--- src/rtl/core/edf_pkg.sv ---
package edf_pkg;

  localparam int SLOT_W    = 4;
  localparam int PER_W     = 32;
  localparam int UTIL_W    = 17;
  localparam int MISS_W    = 32;
  localparam int NOW_W     = 48;
  localparam int UTIL_SHIFT = 16;
  localparam logic [UTIL_W-1:0] UTIL_ONE = 17'h10000;
  localparam logic [MISS_W-1:0] MISS_MAX = 32'hFFFF_FFFF;

  typedef enum logic [2:0] {
    OP_ADMIT     = 3'd0,
    OP_REMOVE    = 3'd1,
    OP_WAIT      = 3'd2,
    OP_TICK      = 3'd3,
    OP_SET_READY = 3'd4
  } op_t;

  typedef enum logic [2:0] {
    ST_IDLE,
    ST_READ,
    ST_DECODE,
    ST_CHECK,
    ST_DIV,
    ST_APPLY,
    ST_WRITE,
    ST_WALK
  } state_t;

  typedef struct packed {
    logic load;
    logic decode;
    logic div_start;
    logic apply;
    logic commit;
    logic walk;
    logic emit;
  } cmd_t;

  typedef struct packed {
    op_t  op;
    logic slot_ok;
    logic slot_en;
    logic args_ok;
    logic rel_due;
    logic div_done;
    logic fits;
    logic walk_end;
  } stat_t;

endpackage

--- src/rtl/core/edf_ctrl.sv ---
module edf_ctrl (
  input  logic           clk,
  input  logic           rst_n,
  input  logic           start,
  input  edf_pkg::stat_t stat,
  output edf_pkg::cmd_t  cmd,
  output logic           busy
);

  edf_pkg::state_t state_r;
  edf_pkg::state_t state_nxt;
  logic            admit_go;
  logic            wait_go;

  assign admit_go = (stat.op == edf_pkg::OP_ADMIT) && stat.slot_ok && stat.args_ok;
  assign wait_go  = (stat.op == edf_pkg::OP_WAIT) && stat.slot_ok && stat.slot_en;

  always_ff @(posedge clk) begin
    if (!rst_n) begin
      state_r <= edf_pkg::ST_IDLE;
    end else begin
      state_r <= state_nxt;
    end
  end

  always_comb begin
    state_nxt = state_r;
    case (state_r)
      edf_pkg::ST_IDLE: begin
        if (start) state_nxt = edf_pkg::ST_READ;
      end
      edf_pkg::ST_READ:   state_nxt = edf_pkg::ST_DECODE;
      edf_pkg::ST_DECODE: begin
        if (admit_go)     state_nxt = edf_pkg::ST_DIV;
        else if (wait_go) state_nxt = edf_pkg::ST_CHECK;
        else              state_nxt = edf_pkg::ST_WALK;
      end
      edf_pkg::ST_CHECK: begin
        state_nxt = stat.rel_due ? edf_pkg::ST_DIV : edf_pkg::ST_WRITE;
      end
      edf_pkg::ST_DIV: begin
        if (stat.div_done) state_nxt = edf_pkg::ST_APPLY;
      end
      edf_pkg::ST_APPLY: begin
        if ((stat.op == edf_pkg::OP_ADMIT) && !stat.fits) state_nxt = edf_pkg::ST_WALK;
        else                                             state_nxt = edf_pkg::ST_WRITE;
      end
      edf_pkg::ST_WRITE:  state_nxt = edf_pkg::ST_WALK;
      edf_pkg::ST_WALK: begin
        if (stat.walk_end) state_nxt = edf_pkg::ST_IDLE;
      end
      default: state_nxt = edf_pkg::ST_IDLE;
    endcase
  end

  always_comb begin
    cmd  = '0;
    busy = 1'b1;
    case (state_r)
      edf_pkg::ST_IDLE: begin
        busy     = 1'b0;
        cmd.load = start;
      end
      edf_pkg::ST_DECODE: begin
        cmd.decode    = 1'b1;
        cmd.div_start = admit_go;
      end
      edf_pkg::ST_CHECK: cmd.div_start = stat.rel_due;
      edf_pkg::ST_APPLY: cmd.apply     = 1'b1;
      edf_pkg::ST_WRITE: cmd.commit    = 1'b1;
      edf_pkg::ST_WALK: begin
        cmd.walk = 1'b1;
        cmd.emit = stat.walk_end;
      end
      default: cmd = '0;
    endcase
  end

endmodule

--- config.mk ---
export PLATFORM = sky130hd
export DESIGN_NAME = edf_ctrl
export DESIGN_NICKNAME = d
export VERILOG_FILES = /design/src/rtl/core/edf_pkg.sv /design/src/rtl/core/edf_ctrl.sv
export SDC_FILE = /design/constraint.sdc
export NUM_CORES = 1
export LEC_CHECK = 0
export ABC_AREA = 1
export BUFFER_PORTS_ARGS = -buffer_cell sky130_fd_sc_hd__buf_4
export CAP_MARGIN = 0
export CORE_AREA = 2 2 39 41
export CTS_CLUSTER_SIZE = 14
export DETAILED_ROUTE_END_ITERATION = 16
export DIE_AREA = 0 0 41 43
export SYNTH_ARGS = -nofsm -noshare
export SYNTH_HDL_FRONTEND = slang
export SYNTH_SLANG_ARGS = --single-unit
--- constraint.sdc ---
create_clock -name clk -period 1.7 [get_ports clk]
set_input_delay 0.34 -clock clk [delete_from_list [all_inputs] [get_ports clk]]
set_output_delay 0.34 -clock clk [all_outputs]
set_load 0.02 [all_outputs]
==> impl_metrics.env <==
export IMPL_num_io_pins=21
export IMPL_cp_required_ns=1.36
export IMPL_dieArea_um2=1763
export IMPL_numCtsBuffers=3
export IMPL_dp_cells=97
export IMPL_syn_area_um2=314.1
export IMPL_clkTransAtPathRegs_ns=0.03
export IMPL_clock_sinks=3
export IMPL_cts_tree="yes"
export IMPL_ir_drop_mv=0.4891
export IMPL_rsz0062_at_grt="no"
export IMPL_numPortBuffers=20
export IMPL_hp_class="primary input to register"
export IMPL_crit_family="flip-flops"
export IMPL_ys_top_cells_by_count="18 x nand2_1, 13 x inv_1, 10 x nor2_1, 7 x nand3_1, 3 x dfxtp_1"
export IMPL_syn_nets=74
export IMPL_dp_hpwl_um=652.4
export IMPL_die_h_um=43
export IMPL_wl_per_cell_um=7.683
export IMPL_setup_tns_ns=0
export IMPL_crit_slowest_cell="dfxtp_1"
export IMPL_crit_fanout=6
export IMPL_drive_gt1_share_pct=32.94
export IMPL_drv_slew=0
export IMPL_cp_cell_sequence="nand2_1 > nor2_2 > nand3_1 > o21ai_0 > buf_4"
export IMPL_clock_path_buffers=2
export IMPL_yosysMostFrequentCell="nand2_1"
export IMPL_synth_area_leaders="nand2_1 22%, dfxtp_1 19%, inv_1 16%"
export IMPL_worstSkewPairLatency_ns=0.23
export IMPL_antenna_found_initial=0
export IMPL_yosys_warnings=0
export IMPL_grt_max_degree=7
export IMPL_setup_viol=0
export IMPL_path_class="register to primary output"
export IMPL_powerDensity_nw_per_um2=1419
export IMPL_max_freq_ghz=0.6494
export IMPL_slowest_delay_ns=0.41
export IMPL_via_per_inst=4.079
export IMPL_num_rows=14
export IMPL_core_area_um2=1384
export IMPL_floorplan_initialDensity_pct=22.69
export IMPL_async_flop_share_pct=0
export IMPL_synth_enable_flop_cells=0
export IMPL_fp_dieW_um=41
export IMPL_drc=0
export IMPL_synth_ff_type="dfxtp_1"
export IMPL_ys_ff_latch=3
export IMPL_dr_total_vias=412
export IMPL_gp_congestion=0.7157
export IMPL_grt_usage_pct=10.43
export IMPL_crit_path_end_kind="primary output"
export IMPL_postCtsHoldBufs=0
export IMPL_ys_seq_area_share_pct=19.12
export IMPL_cts_resized=0
export IMPL_netlist_instances=61
export IMPL_htreeDepth=1
export IMPL_synth_cell_types=14
export IMPL_fin_crit_sh_pct=90.59
export IMPL_grt_pass1_vias=351
export IMPL_regMostFlops="state_r"
export IMPL_synthToLayoutAreaGrowth_pct=62.55
export IMPL_synth_top_area_share_pct=21.51
export IMPL_hold_viol=0
export IMPL_p_leak_uw=0.0003123
export IMPL_dr_pass1_iters=4
export IMPL_fin_crit_ns=1.540
export IMPL_arrival_ns=1.20
export IMPL_tightest_slew_ns=0.2313
export IMPL_largest_reg_flops=3
export IMPL_path_buf_inv=1
export IMPL_start_kind="register"
export IMPL_num_antenna_cells=0
export IMPL_dpl_instance_area_um2=484.2
export IMPL_top_regs="state_r: 3 flops"
export IMPL_final_cell_area_um2=510.5
export IMPL_drt_iter0_markers=7
export IMPL_wirelength_um=776
export IMPL_antenna_left=0
export IMPL_cts_root_buffer="clkbuf_4"
export IMPL_drv_cap=0
export IMPL_status="complete, no violations"
export IMPL_grt_pass1_wl_mm=1.255
export IMPL_grt_overflow_total=0
export IMPL_yosysTopAreaCell="nand2_1"
export IMPL_relSlewSlack_pct=84.56
export IMPL_postCtsSetupRepairBufs=0
export IMPL_finalClockSkew_ns=0.0003750
export IMPL_final_cells=101
export IMPL_syn_area_per_cell_um2=5.148
export IMPL_nets=99
==> logic make-up after synthesis <==
group / count (synthesis) / share of synthesized area (%)
AO/OA/AOI/OAI: 4 / 7.171
buffers and inverters: 14 / 16.73
AND/OR/NAND/NOR: 40 / 56.97
flip-flops: 3 / 19.12
==> power breakdown <==
part | internal, µW | total [µW] | switching [µW]
combinational | 182 | 444 | 262
sequential | 106 | 160 | 53.6
clock | 87.7 | 121 | 33.0
total | 376 | 724 | 349
==> path summary, 6_finish.rpt <==
path,depth (start not counted),slack [ns],endpoint,startpoint
min,3,0.32,state_r[1],rst_n
max reg2reg,7,0.63,state_r[1],state_r[2]
min reg2reg,4,0.68,state_r[2],state_r[1]
max,5,0.16,cmd[4],state_r[1]
==> cell usage in the layout (no fill, tap or decap), drive strengths merged <==
cell,instances
a21boi,1
buf,20
clkbuf,4
dfxtp,3
inv,14
nand2,19
nand3,8
nor2,12
nor3,1
o21ai,3
==> worst reg2reg max path: stages (launching register included) <==
cell and delay (ns):
dfxtp_1 0.43, inv_2 0.11, nand3_1 0.11, nor2_1 0.05, nor2_1 0.08, nand3_1 0.08, nand2_1 0.07, inv_1 0.03
==> area by class of cell <==
class                           instances  area (µm²)
Sequential cell                         3       60.06
Multi-Input combinational cell         44       201.4
Inverter                               14       52.55
Fill cell                             161       873.3
Timing Repair Buffer                   20       150.1
Clock buffer                            4       26.28
Tap cell                               16       20.02
==> routing by layer <==
layer  track usage (%)  wire length [µm]  part of all wire [%]
met5                 0                 0                     0
met4             5.333                 0                     0
met3             4.712                41                   5.3
met2             15.63               387                    50
met1             11.86               346                    45
==> metrics by stage <==
stage	hold slack [ns]	util [%]	total power, µW	worst slack, ns
2_1_floorplan	0.4376	-	453.1	0.3008
3_3_place_gp	0.5458	34.99	604.7	0.3481
3_5_place_dp	0.5495	34.99	606.9	0.3356
4_1_cts	0.3123	36.89	734.0	0.1419
5_1_grt	0.3148	36.89	793.1	0.02272
6_report	0.3155	36.89	724.4	0.1600
Power figures use the tool's default switching activity.
